File: config.mk
export PLATFORM = sky130hd
export DESIGN_NAME = string_to_integer_parser
export DESIGN_NICKNAME = d
export VERILOG_FILES = /design/src/rtl/s2i_pkg.sv /design/src/rtl/string_to_integer_parser.sv
export SDC_FILE = /design/constraint.sdc
export NUM_CORES = 2
export LEC_CHECK = 0
export BUFFER_PORTS_ARGS = -buffer_cell sky130_fd_sc_hd__buf_2
export CORE_UTILIZATION = 45
export DETAILED_ROUTE_END_ITERATION = 8
export GPL_TIMING_DRIVEN = 0
export PLACE_DENSITY_LB_ADDON = 0.25
export RECOVER_POWER = 100
export SYNTH_ARGS = -nofsm -noshare
export SYNTH_HDL_FRONTEND = slang
export SYNTH_SLANG_ARGS = --single-unit
File: constraint.sdc
create_clock -name i_clk -period 17.2 [get_ports i_clk]
set_clock_uncertainty 0.1 [all_clocks]
set_input_delay 1.72 -clock i_clk [delete_from_list [all_inputs] [get_ports i_clk]]
set_output_delay 1.72 -clock i_clk [all_outputs]
set_load 0.005 [all_outputs]
File: src/rtl/s2i_pkg.sv
// ----------------------------------------------------------------------------
// s2i_pkg
// Shared types, codes and helpers for the string-to-integer parser.
// ----------------------------------------------------------------------------
`default_nettype none

package s2i_pkg;

    localparam int POS_W = 16;

    typedef logic [POS_W-1:0] t_pos;

    localparam t_pos POS_MAX = {POS_W{1'b1}};

    localparam logic [5:0] BASE_MAX = 6'd36;
    localparam logic [5:0] BASE_OCT = 6'd8;
    localparam logic [5:0] BASE_DEC = 6'd10;
    localparam logic [5:0] BASE_HEX = 6'd16;
    localparam logic [5:0] BASE_ONE = 6'd1;
    localparam logic [5:0] BASE_AUTO = 6'd0;

    localparam logic [7:0] CH_SPACE = 8'h20;
    localparam logic [7:0] CH_TAB   = 8'h09;
    localparam logic [7:0] CH_CR    = 8'h0D;
    localparam logic [7:0] CH_PLUS  = 8'h2B;
    localparam logic [7:0] CH_MINUS = 8'h2D;
    localparam logic [7:0] CH_ZERO  = 8'h30;
    localparam logic [7:0] CH_NINE  = 8'h39;
    localparam logic [7:0] CH_LO_A  = 8'h61;
    localparam logic [7:0] CH_LO_X  = 8'h78;
    localparam logic [7:0] CH_LO_Z  = 8'h7A;
    localparam logic [7:0] CH_UP_A  = 8'h41;
    localparam logic [7:0] CH_UP_X  = 8'h58;
    localparam logic [7:0] CH_UP_Z  = 8'h5A;

    localparam logic [5:0] DIG_NONE = 6'd36;

    typedef enum logic [2:0] {
        PH_IDLE,
        PH_SPACE,
        PH_SIGNED,
        PH_ZERO,
        PH_XSEEN,
        PH_DIGITS
    } t_phase;

    typedef enum logic [1:0] {
        ST_OK    = 2'd0,
        ST_BASE  = 2'd1,
        ST_RANGE = 2'd2
    } t_status;

    typedef struct packed {
        logic [7:0] ch;
        logic       start_req;
        logic [5:0] radix;
        logic       signed_mode;
        logic       wide;
    } t_in_item;

    typedef struct packed {
        logic [63:0] value;
        logic [1:0]  status;
        logic [15:0] consumed;
    } t_out_item;

    // Digit value of a character in bases up to 36; DIG_NONE when not a digit.
    function automatic logic [5:0] digit_value(input logic [7:0] c);
        logic [7:0] d;
        d = {2'b00, DIG_NONE};
        if (c >= CH_ZERO && c <= CH_NINE) begin
            d = c - CH_ZERO;
        end else if (c >= CH_LO_A && c <= CH_LO_Z) begin
            d = c - CH_LO_A + 8'd10;
        end else if (c >= CH_UP_A && c <= CH_UP_Z) begin
            d = c - CH_UP_A + 8'd10;
        end
        return d[5:0];
    endfunction

endpackage

`default_nettype wire

File: src/rtl/string_to_integer_parser.sv
// ----------------------------------------------------------------------------
// string_to_integer_parser
// Converts a character stream to a 32- or 64-bit integer, strtol style.
// ----------------------------------------------------------------------------
//
//  Channel   Direction  Handshake                   Payload
//  -------   ---------  --------------------------  ---------------------------
//  in        sink       i_in_valid / o_in_stall     i_in_data  (ch, start_req,
//                                                    radix, signed_mode, wide)
//  out       source     o_out_valid / i_out_stall   o_out_data (value, status,
//                                                    consumed)
//
//  One character transaction is taken per cycle while o_in_stall is low; its
//  whole parse step (digit decode, a 64 x 6 multiply and add, range compare,
//  saturation) completes in the accepting cycle; any result is registered.
//  An output register plus one skid entry decouple the sides: o_in_stall
//  rises only once the stalled output has a second result queued in the skid.
//  Synchronous reset (i_rst_n low) returns the parser to idle, empties both.
// ----------------------------------------------------------------------------
`default_nettype none

module string_to_integer_parser (
    input  wire                   i_clk,
    input  wire                   i_rst_n,
    input  wire                   i_in_valid,
    output logic                  o_in_stall,
    input  wire s2i_pkg::t_in_item i_in_data,
    output logic                  o_out_valid,
    input  wire                   i_out_stall,
    output s2i_pkg::t_out_item    o_out_data
);

    // Conversion state
    s2i_pkg::t_phase r_phase, n_phase;
    logic [63:0]     r_acc, n_acc;        // magnitude accumulated so far
    logic [5:0]      r_base, n_base;      // active base, 0 while still auto
    logic            r_neg, n_neg;
    logic            r_valid, n_valid;    // at least one digit seen
    logic            r_ovf, n_ovf;
    logic            r_sg, n_sg;
    logic            r_wd, n_wd;
    s2i_pkg::t_pos   r_pos, n_pos;        // characters seen, saturating
    s2i_pkg::t_pos   r_dend, n_dend;      // position of the last digit

    // Output register and skid entry
    logic               r_out_valid;
    s2i_pkg::t_out_item r_out;
    logic               r_skd_valid;
    s2i_pkg::t_out_item r_skd;

    logic               in_acc;
    logic               res_v;
    s2i_pkg::t_out_item res_d;

    assign o_in_stall  = r_skd_valid;
    assign in_acc      = i_in_valid && !r_skd_valid;
    assign o_out_valid = r_out_valid;
    assign o_out_data  = r_out;

    // ------------------------------------------------------------------
    // Parse step: everything one character does, in a single pass.
    // ------------------------------------------------------------------
    always_comb begin : p_step
        logic [7:0]  c;
        logic [5:0]  dv;
        logic        first;
        logic        take;
        logic        emit;
        logic        bad;
        logic        ovf_e;
        logic [63:0] lim;
        logic [70:0] prod;
        logic [70:0] sum;
        logic [63:0] v;

        n_phase = r_phase;
        n_acc   = r_acc;
        n_base  = r_base;
        n_neg   = r_neg;
        n_valid = r_valid;
        n_ovf   = r_ovf;
        n_sg    = r_sg;
        n_wd    = r_wd;
        n_pos   = r_pos;
        n_dend  = r_dend;
        res_v   = 1'b0;
        res_d   = '0;

        c     = i_in_data.ch;
        dv    = s2i_pkg::digit_value(c);
        first = 1'b0;
        take  = 1'b0;
        emit  = 1'b0;
        bad   = 1'b0;
        ovf_e = 1'b0;
        lim   = '0;
        prod  = '0;
        sum   = '0;
        v     = '0;

        if (in_acc) begin
            // Open a new conversion; any running one is dropped.
            if (i_in_data.start_req) begin
                n_sg    = i_in_data.signed_mode;
                n_wd    = i_in_data.wide;
                n_neg   = 1'b0;
                n_valid = 1'b0;
                n_ovf   = 1'b0;
                n_acc   = '0;
                n_pos   = '0;
                n_dend  = '0;
                n_base  = i_in_data.radix;
                n_phase = s2i_pkg::PH_SPACE;
                bad = (i_in_data.radix == s2i_pkg::BASE_ONE) ||
                      (i_in_data.radix > s2i_pkg::BASE_MAX);
                if (bad) begin
                    res_v          = 1'b1;
                    res_d.status   = s2i_pkg::ST_BASE;
                    n_phase        = s2i_pkg::PH_IDLE;
                end
            end

            if (n_phase != s2i_pkg::PH_IDLE) begin
                if (n_pos != s2i_pkg::POS_MAX) begin
                    n_pos = n_pos + s2i_pkg::t_pos'(1);
                end

                unique case (n_phase)
                    s2i_pkg::PH_SPACE: begin
                        if (c == s2i_pkg::CH_SPACE ||
                            (c >= s2i_pkg::CH_TAB && c <= s2i_pkg::CH_CR)) begin
                            // skip white space
                        end else if (c == s2i_pkg::CH_MINUS) begin
                            n_neg   = 1'b1;
                            n_phase = s2i_pkg::PH_SIGNED;
                        end else if (c == s2i_pkg::CH_PLUS) begin
                            n_phase = s2i_pkg::PH_SIGNED;
                        end else begin
                            first = 1'b1;
                        end
                    end
                    s2i_pkg::PH_SIGNED: begin
                        first = 1'b1;
                    end
                    s2i_pkg::PH_ZERO: begin
                        if (c == s2i_pkg::CH_LO_X || c == s2i_pkg::CH_UP_X) begin
                            n_phase = s2i_pkg::PH_XSEEN;
                        end else begin
                            if (n_base == s2i_pkg::BASE_AUTO) begin
                                n_base = s2i_pkg::BASE_OCT;
                            end
                            take = 1'b1;
                        end
                    end
                    s2i_pkg::PH_XSEEN: begin
                        // Prefix counts only when a hex digit follows.
                        if (dv < s2i_pkg::BASE_HEX) begin
                            n_base = s2i_pkg::BASE_HEX;
                            take   = 1'b1;
                        end else begin
                            emit = 1'b1;
                        end
                    end
                    default: begin
                        take = 1'b1;
                    end
                endcase

                // First significant character: a lone zero may be a prefix
                // and is counted as a parsed digit either way.
                if (first) begin
                    if ((n_base == s2i_pkg::BASE_AUTO || n_base == s2i_pkg::BASE_HEX) &&
                        c == s2i_pkg::CH_ZERO) begin
                        n_valid = 1'b1;
                        n_dend  = n_pos;
                        n_phase = s2i_pkg::PH_ZERO;
                    end else begin
                        if (n_base == s2i_pkg::BASE_AUTO) begin
                            n_base = s2i_pkg::BASE_DEC;
                        end
                        take = 1'b1;
                    end
                end
            end
        end

        // Magnitude limit of the selected mode
        if (n_wd) begin
            lim = n_sg ? 64'h8000_0000_0000_0000 : 64'hFFFF_FFFF_FFFF_FFFF;
        end else begin
            lim = n_sg ? 64'h0000_0000_8000_0000 : 64'h0000_0000_FFFF_FFFF;
        end

        // acc * base + digit > limit is the overflow test, exact in 71 bits
        prod = {7'd0, n_acc} * {65'd0, n_base};
        sum  = prod + {65'd0, dv};

        if (take) begin
            if (dv >= n_base) begin
                emit = 1'b1;
            end else begin
                n_valid = 1'b1;
                n_dend  = n_pos;
                if (!n_ovf) begin
                    if (sum > {7'd0, lim}) begin
                        n_ovf = 1'b1;
                    end else begin
                        n_acc = sum[63:0];
                    end
                end
                n_phase = s2i_pkg::PH_DIGITS;
            end
        end

        if (emit) begin
            // A positive signed magnitude equal to the limit is one past MAX.
            ovf_e = n_ovf || (n_sg && !n_neg && n_acc == lim);
            if (ovf_e) begin
                if (n_sg) begin
                    if (n_wd) begin
                        v = n_neg ? 64'h8000_0000_0000_0000 : 64'h7FFF_FFFF_FFFF_FFFF;
                    end else begin
                        v = n_neg ? 64'hFFFF_FFFF_8000_0000 : 64'h0000_0000_7FFF_FFFF;
                    end
                end else begin
                    v = n_wd ? 64'hFFFF_FFFF_FFFF_FFFF : 64'h0000_0000_FFFF_FFFF;
                end
            end else begin
                v = n_neg ? (64'd0 - n_acc) : n_acc;
                if (!n_sg && !n_wd) begin
                    v[63:32] = '0;
                end
            end
            res_v          = 1'b1;
            res_d.value    = v;
            res_d.status   = ovf_e ? s2i_pkg::ST_RANGE : s2i_pkg::ST_OK;
            res_d.consumed = n_valid ? n_dend : '0;
            n_phase        = s2i_pkg::PH_IDLE;
        end
    end

    // ------------------------------------------------------------------
    // State registers
    // ------------------------------------------------------------------
    always_ff @(posedge i_clk) begin
        if (!i_rst_n) begin
            r_phase <= s2i_pkg::PH_IDLE;
            r_acc   <= '0;
            r_base  <= '0;
            r_neg   <= 1'b0;
            r_valid <= 1'b0;
            r_ovf   <= 1'b0;
            r_sg    <= 1'b0;
            r_wd    <= 1'b0;
            r_pos   <= '0;
            r_dend  <= '0;
        end else begin
            r_phase <= n_phase;
            r_acc   <= n_acc;
            r_base  <= n_base;
            r_neg   <= n_neg;
            r_valid <= n_valid;
            r_ovf   <= n_ovf;
            r_sg    <= n_sg;
            r_wd    <= n_wd;
            r_pos   <= n_pos;
            r_dend  <= n_dend;
        end
    end

    // ------------------------------------------------------------------
    // Output register with one skid entry behind it
    // ------------------------------------------------------------------
    always_ff @(posedge i_clk) begin
        if (!i_rst_n) begin
            r_out_valid <= 1'b0;
            r_skd_valid <= 1'b0;
        end else if (r_skd_valid) begin
            // No new transaction is taken; drain the skid entry.
            if (!i_out_stall) begin
                r_out       <= r_skd;
                r_skd_valid <= 1'b0;
            end
        end else if (res_v) begin
            if (!r_out_valid || !i_out_stall) begin
                r_out       <= res_d;
                r_out_valid <= 1'b1;
            end else begin
                r_skd       <= res_d;
                r_skd_valid <= 1'b1;
            end
        end else if (r_out_valid && !i_out_stall) begin
            r_out_valid <= 1'b0;
        end
    end

endmodule

`default_nettype wire
== After elaboration in Yosys (flattened, before gate mapping) ==
Index checks and enable logic that the tools add are counted.

* Output and inout bits: 84
* Logic and storage cells: 213
* Input port bits: 21
* Register bits after elaboration: 276

* Reduce and logical (&&, ||, !) cells: 33
* Equal/unequal tests: 16
* Multiply operators: 1
* Bitwise gates (word level): 3
* Muxes and demuxes: 122
* Magnitude comparators: 12
* Add/subtract/negate cells: 8

{| class="wikitable"
|+ Operators by type and width
! operator !! number
|-
| 2-to-1 mux 64 bit || 14
|-
| 2-to-1 mux 82 bit || 5
|-
| 2-to-1 mux 16 bit || 13
|-
| 2-to-1 mux 6 bit || 15
|-
| adder 70 x 6 -> 71 bit || 1
|-
| > comparator 71 x 64 -> 1 bit || 1
|-
| multiplier 64 x 6 -> 70 bit || 1
|-
| equality test 64 bit || 1
|-
| subtractor 1 x 64 -> 64 bit (first input constant) || 1
|-
| 2-to-1 mux 63 bit || 1
|-
| 2-to-1 mux 1 bit || 55
|-
| 2-to-1 mux 3 bit || 12
|-
| equality test 8 x 6 -> 1 bit (second input constant) || 4
|-
| 2-to-1 mux 32 bit || 1
|-
| 2-to-1 mux 31 bit || 1
|-
| adder 16 x 1 -> 16 bit (second input constant) || 1
|-
| equality test 8 x 7 -> 1 bit (second input constant) || 2
|-
| >= comparator 8 x 7 -> 1 bit (second input constant) || 2
|-
| <= comparator 8 x 7 -> 1 bit (second input constant) || 2
|-
| != test 16 bit (second input constant) || 1
|-
| adder 6 x 4 -> 6 bit (second input constant) || 2
|-
| zero test 6 bit || 2
|-
| case mux 6 bit (2 select lines) || 1
|-
| subtractor 6 bit (second input constant) || 2
|-
| other kinds (28) || 54
|}

== Logic depth before layout (Yosys ltp) ==
* Word-level depth: 32
* Gate-level depth with buffers: 64
* Mapped depth without buffers: 57

== Least setup slack after synthesis ==
OpenSTA, ideal clock, no wires.

* Path type: input to register
* Start: input port i_in_data[8] in the netlist's numbering
* End: register r_out, in the netlist o_out_data[80] (data pin)
* Buffers on the path: 17
* Data required time: 16.842 ns
* Setup slack: 2.696 ns
* Arrival time: 14.146 ns
* Cell stages on the path: 59
* Library setup time: 0.258 ns
* Cell sequence: clkbuf_1 > buf_1 > nand2_1 > clkbuf_1 > buf_1 > clkbuf_1 > clkbuf_1 > clkbuf_1 > buf_1 > clkbuf_1 > clkbuf_1 > nand3_1 > fa_1 > fa_1 > inv_1 > fa_1 > inv_1 > fa_1 > [23 not listed] > buf_4 > buf_2 > buf_4 > buf_2 > nor2_1 > a21oi_1 > ha_1 > nand3_1 > nor2_1 > nor4b_1 > and2_1 > and2_1 > mux2i_1 > nor4_2 > a41oi_1 > xnor2_1 > a21oi_1 > o21ai_1

* Word-level cells in the longest chain between the ends: 30
* Elaborated cells between the ends (all ways): 89
* Those cells by class: add/sub (2); mul (1); order compare (2); eq/ne (6); mux (65); reduce/logical (13)

{| class="wikitable"
|+ RTL lines
! item !! line !! text
|-
| start: declaration || string_to_integer_parser.sv:27 || <nowiki>input wire s2i_pkg::t_in_item i_in_data,</nowiki>
|-
| 2-to-1 mux 6 bit || string_to_integer_parser.sv:103 || <nowiki>if (i_in_data.start_req) begin</nowiki>
|-
| 2-to-1 mux 6 bit || string_to_integer_parser.sv:101 || <nowiki>if (in_acc) begin</nowiki>
|-
| zero test 6 bit || string_to_integer_parser.sv:149 || <nowiki>if (n_base == s2i_pkg::BASE_AUTO) begin</nowiki>
|-
| 2-to-1 mux 6 bit || string_to_integer_parser.sv:149 ||
|-
| 2-to-1 mux 6 bit || string_to_integer_parser.sv:146 || <nowiki>if (c == s2i_pkg::CH_LO_X || c == s2i_pkg::CH_UP_X) begin</nowiki>
|-
| case mux 6 bit (2 select lines) || string_to_integer_parser.sv:128 || <nowiki>unique case (n_phase)</nowiki>
|-
| 2-to-1 mux 6 bit || string_to_integer_parser.sv:123 || <nowiki>if (n_phase != s2i_pkg::PH_IDLE) begin</nowiki>
|-
| 2-to-1 mux 6 bit || string_to_integer_parser.sv:101 ||
|-
| [14 not listed] || -- ||
|-
| subtractor 1 x 64 -> 64 bit or equality test 64 bit (tied branches) || string_to_integer_parser.sv:229, string_to_integer_parser.sv:217 ||
|-
| 2-to-1 mux 64 bit or logical AND 1 bit (tied branches) || string_to_integer_parser.sv:229, string_to_integer_parser.sv:217 ||
|-
| 2-to-1 mux 32 bit or logical OR 1 bit (tied branches) || string_to_integer_parser.sv:230, string_to_integer_parser.sv:217 ||
|-
| 2-to-1 mux 64 bit || string_to_integer_parser.sv:218 || <nowiki>if (ovf_e) begin</nowiki>
|-
| 2-to-1 mux 82 bit * || string_to_integer_parser.sv:215 || <nowiki>if (emit) begin</nowiki>
|-
| 2-to-1 mux 82 bit * || string_to_integer_parser.sv:285 || <nowiki>if (!r_out_valid || !i_out_stall) begin</nowiki>
|-
| 2-to-1 mux 82 bit * || string_to_integer_parser.sv:284 || <nowiki>end else if (res_v) begin</nowiki>
|-
| 2-to-1 mux 82 bit * || string_to_integer_parser.sv:278 || <nowiki>end else if (r_skd_valid) begin</nowiki>
|-
| end signal: assignment || string_to_integer_parser.sv:281 || <nowiki>r_out <= r_skd;</nowiki>
|-
| end signal: assignment || string_to_integer_parser.sv:286 || <nowiki>r_out <= res_d;</nowiki>
|-
| end: declaration || string_to_integer_parser.sv:47 || <nowiki>s2i_pkg::t_out_item r_out;</nowiki>
|}

Mark *: on every way between the ends. The rest lies on a longest branch, timed or not. The select of a mux whose other input is x is not followed.
A chain may end at the register's enable or synchronous reset.

== Final worst setup path ==
* Start: input port i_in_data[8] in the netlist's numbering
* End: register r_out, in the netlist o_out_data[52] (data pin)

The elaborated chain is that of the path after synthesis.

==> out/metrics.yaml <==
die:
  die_h_um: 265.1
  ioPinCount: 105
  die_area_um2: 70250
  coreArea_um2: 68590
  start_util_pct: 45.40
  core.rowCount: 96
  fp.dieW_um: 265.1
synth:
  seq_area_frac_synth_pct: 23.02
  synth-seq-cells: 276
  synthCells: 3731
  yosys_warnings: 0
  synth_cell_types: 104
  syn_area_um2: 31140
  syn_avg_cell_area_um2: 8.346
  synth_most_common_cell: "nor2_1"
  synth-edff-count: 164
  yosys-top-cells-count: "nor2_1, nand2_1, a21oi_1"
  netlist.area_leader.share_pct: 16.20
  ys.flop_type: "edfxtp_1"
  synth_largest_area_cell: "fa_1"
  syn_nets: 4235
  synthArstFlopShare_pct: 0
  synth.top_cells.by_area: "fa_1, edfxtp_1, ha_1"
worst_setup_path:
  critPathMaxFanout: 19
  r2r-start: "o_in_stall$_SDFF_PN0_"
  arrival_ps: 17140
  startpoint_type: "input port"
  reg2reg_depth: 58
  crit_required_ps: 17410
  path_class: "input port to flip-flop"
  path_common_cell: "buf_4"
  r2r_slack_ps: 1020
  critPathCaptureType: "flip-flop"
  slowest_delay_ps: 780
  slowest_stage: "xnor2_1"
  rr_endpoint: "o_out_data[52]$_DFFE_PP_"
cts:
  cts.sinks: 276
  clk_pin_slew_ps: 70
  clockBufferDepth: 3
  clk-insertion-delay-late_ps: 600
  cts_root_buf: "clkbuf_16"
  ctsHtreeMaxLevel: 1
  cts_tree: "done"
  cts_made_buffers: 28
  holdBufCountCts: 0
routing:
  postRouteAntennaNets: 0
  dr.pass1.iters: 6
  vias: 29584
  drtIter0Drc: 3258
  dr_wl_met3_um: 11060
  wl_met1_um: 49920
  drc_errors: 0
  avgRoutedWirePerCell_um: 24.84
  vias_per_cell: 6.124
  wl_met2_um: 53340
  drt-total-wl_um: 120000
  highest-signal-layer: "met4"
finish:
  diodes: 0
  final_nets: 4382
  stdcell_count: 4831
  fillers: 6681
  multi_input_area_um2: 22570
  areaGrowthSynthToFinish_pct: 10.64
  final_area_um2: 34450
  layout.area.seq_um2: 7167
  drive_above_1_share_pct: 8.385
placement:
  dp_hpwl_um: 96600
  port-buffer-count: 102
  routabilityCongestion: 1.005
  place_area_um2: 32900
  place_inst: 4767
flow_run:
  drv_cap: 1
power:
  clkPwrFrac_pct: 40.8
  p_total_mw: 1.660
  power_density_nw_per_um2: 48.18
  vdd_drop_max_mv: 0.07632
  switchingPower_mw: 0.4849
  power_frac_comb_pct: 15.8
  p_sw_share_pct: 29.21
  p_leak_nw: 14.90
  sequentialPowerShare_pct: 43.4
  intPower_mw: 1.175
timing:
  slew_headroom_pct: -10.38
  tightest_slew_ps: 1641
  holdWs_ps: 396.0
  setup_viol: 0
  fin_crit_sh_pct: 98.40
  layout_min_cycle_time_ps: 16920
  finalHoldViolations: 0
  final_max_slew_viol_count: 5
  fmax_mhz: 59.08
worst_hold_path:
  hold_path_end: "r_valid$_SDFF_PN0_"
  holdPathStages: 2
  hold_class: "flip-flop to flip-flop"
  min-delay-start: "r_valid$_SDFF_PN0_"
outcome:
  violations: "capacitance limit, slew limit"
  status: "finished with violations"
grt:
  grt_pass1_wl_um: 180500
  grt_antenna_before_repair: 0
  grt-ovfl-total: 0
  grtUsageTotal_pct: 33.97
  grt_pass1_vias: 28709
  grt_max_degree: 45
## flip-flops by register name (all words and copies together) (netlist names)
register and count:
o_in_stall 1, o_out_data 82, o_out_valid 1, r_acc 64
r_base 6, r_dend 16, r_neg 1, r_ovf 1
r_phase 3, r_pos 16, r_sg 1, r_skd 82
r_valid 1, r_wd 1
## how the worst max path moves through the flow
stage / startpoint / endpoint / slack, ps
after CTS: i_in_data[8] / o_out_data[54]$_DFFE_PP_ / 40
final: i_in_data[8] / o_out_data[52]$_DFFE_PP_ / 280
after global placement: i_in_data[8] / o_out_data[52]$_DFFE_PP_ / -6450
after floorplan: i_in_data[8] / o_out_data[80]$_DFFE_PP_ / 2700
after detailed placement: i_in_data[8] / o_out_data[52]$_DFFE_PP_ / -6300
after global routing: i_in_data[10] / o_out_data[70]$_DFFE_PP_ / -30
## power by group through the flow
stage / Combinational, mW / Sequential (mW) / Clock, mW
floorplan: 0.141 / 0.736 / 0
global placement: 0.244 / 0.736 / 0
detailed placement: 0.246 / 0.734 / 0
CTS: 0.255 / 0.720 / 0.681
global route: 0.276 / 0.721 / 0.705
finish: 0.262 / 0.720 / 0.678
## cell type report
class	count	share of cell area, %
clock buffer	33	2.088
timing repair buffer	121	1.823
inverter	232	2.539
buffer	214	3.083
tap	931	3.381
multi-input combinational	3005	65.51
clock inverter	19	0.7736
sequential	276	20.80
## cells by family (layout without fill, tap and decap cells)
logic type / Yosys count / in the layout / share of synthesized area [%]
fa+ha+maj: 483 / 483 / 25.48
compound gates: 862 / 862 / 17.72
simple gates: 1478 / 1478 / 22.39
buf+inv: 450 / 619 / 5.951
flops: 276 / 276 / 23.02
xor+xnor: 128 / 128 / 3.648
mux: 54 / 54 / 1.792
## metal layers
metal	vias up	global-route usage [%]
li1	13317	-
met1	14458	46.08
met2	1533	53.81
met3	276	5.712
met4	0	13.76
met5	-	0
## repair_timing
action,in CTS,in global routing
pin swaps,9,6
setup endpoints to repair,194,52
gates resized for setup,97,58
hold endpoints to repair,0,0
buffers inserted,11,5
## worst max-delay path: cells and delay by family
family | cells | cell delay (ps)
buffers and inverters | 21 | 4640
AO/OA/AOI/OAI | 12 | 3490
adder cells (fa/ha/maj) | 7 | 3290
AND/OR/NAND/NOR | 15 | 2710
XOR/XNOR | 2 | 1010
multiplexers | 1 | 150
## metrics by stage
step / worst slack, ps / setup TNS (ps) / util, %
finish: 275.2 / 0 / 50.23
global placement: -6452 / -715000 / 47.84
CTS: 38.13 / 0 / 49.97
detailed placement: -6296 / -684430 / 47.97
floorplan: 2696 / 0 / -
global route: -25.85 / -73.21 / 50.23
## placed cells by master, fill, tap and decap left out, types with 83 or more instances in the layout
master / count
nor2_1: 472
nand2_1: 439
dfxtp_1: 112
inv_1: 225
and2_1: 99
fa_1: 252
edfxtp_1: 164
o21ai_0: 189
clkbuf_1: 163
buf_2: 98
nor2b_1: 83
ha_1: 231
a21oi_1: 259
Note: power is estimated with default switching activity, not from simulation.
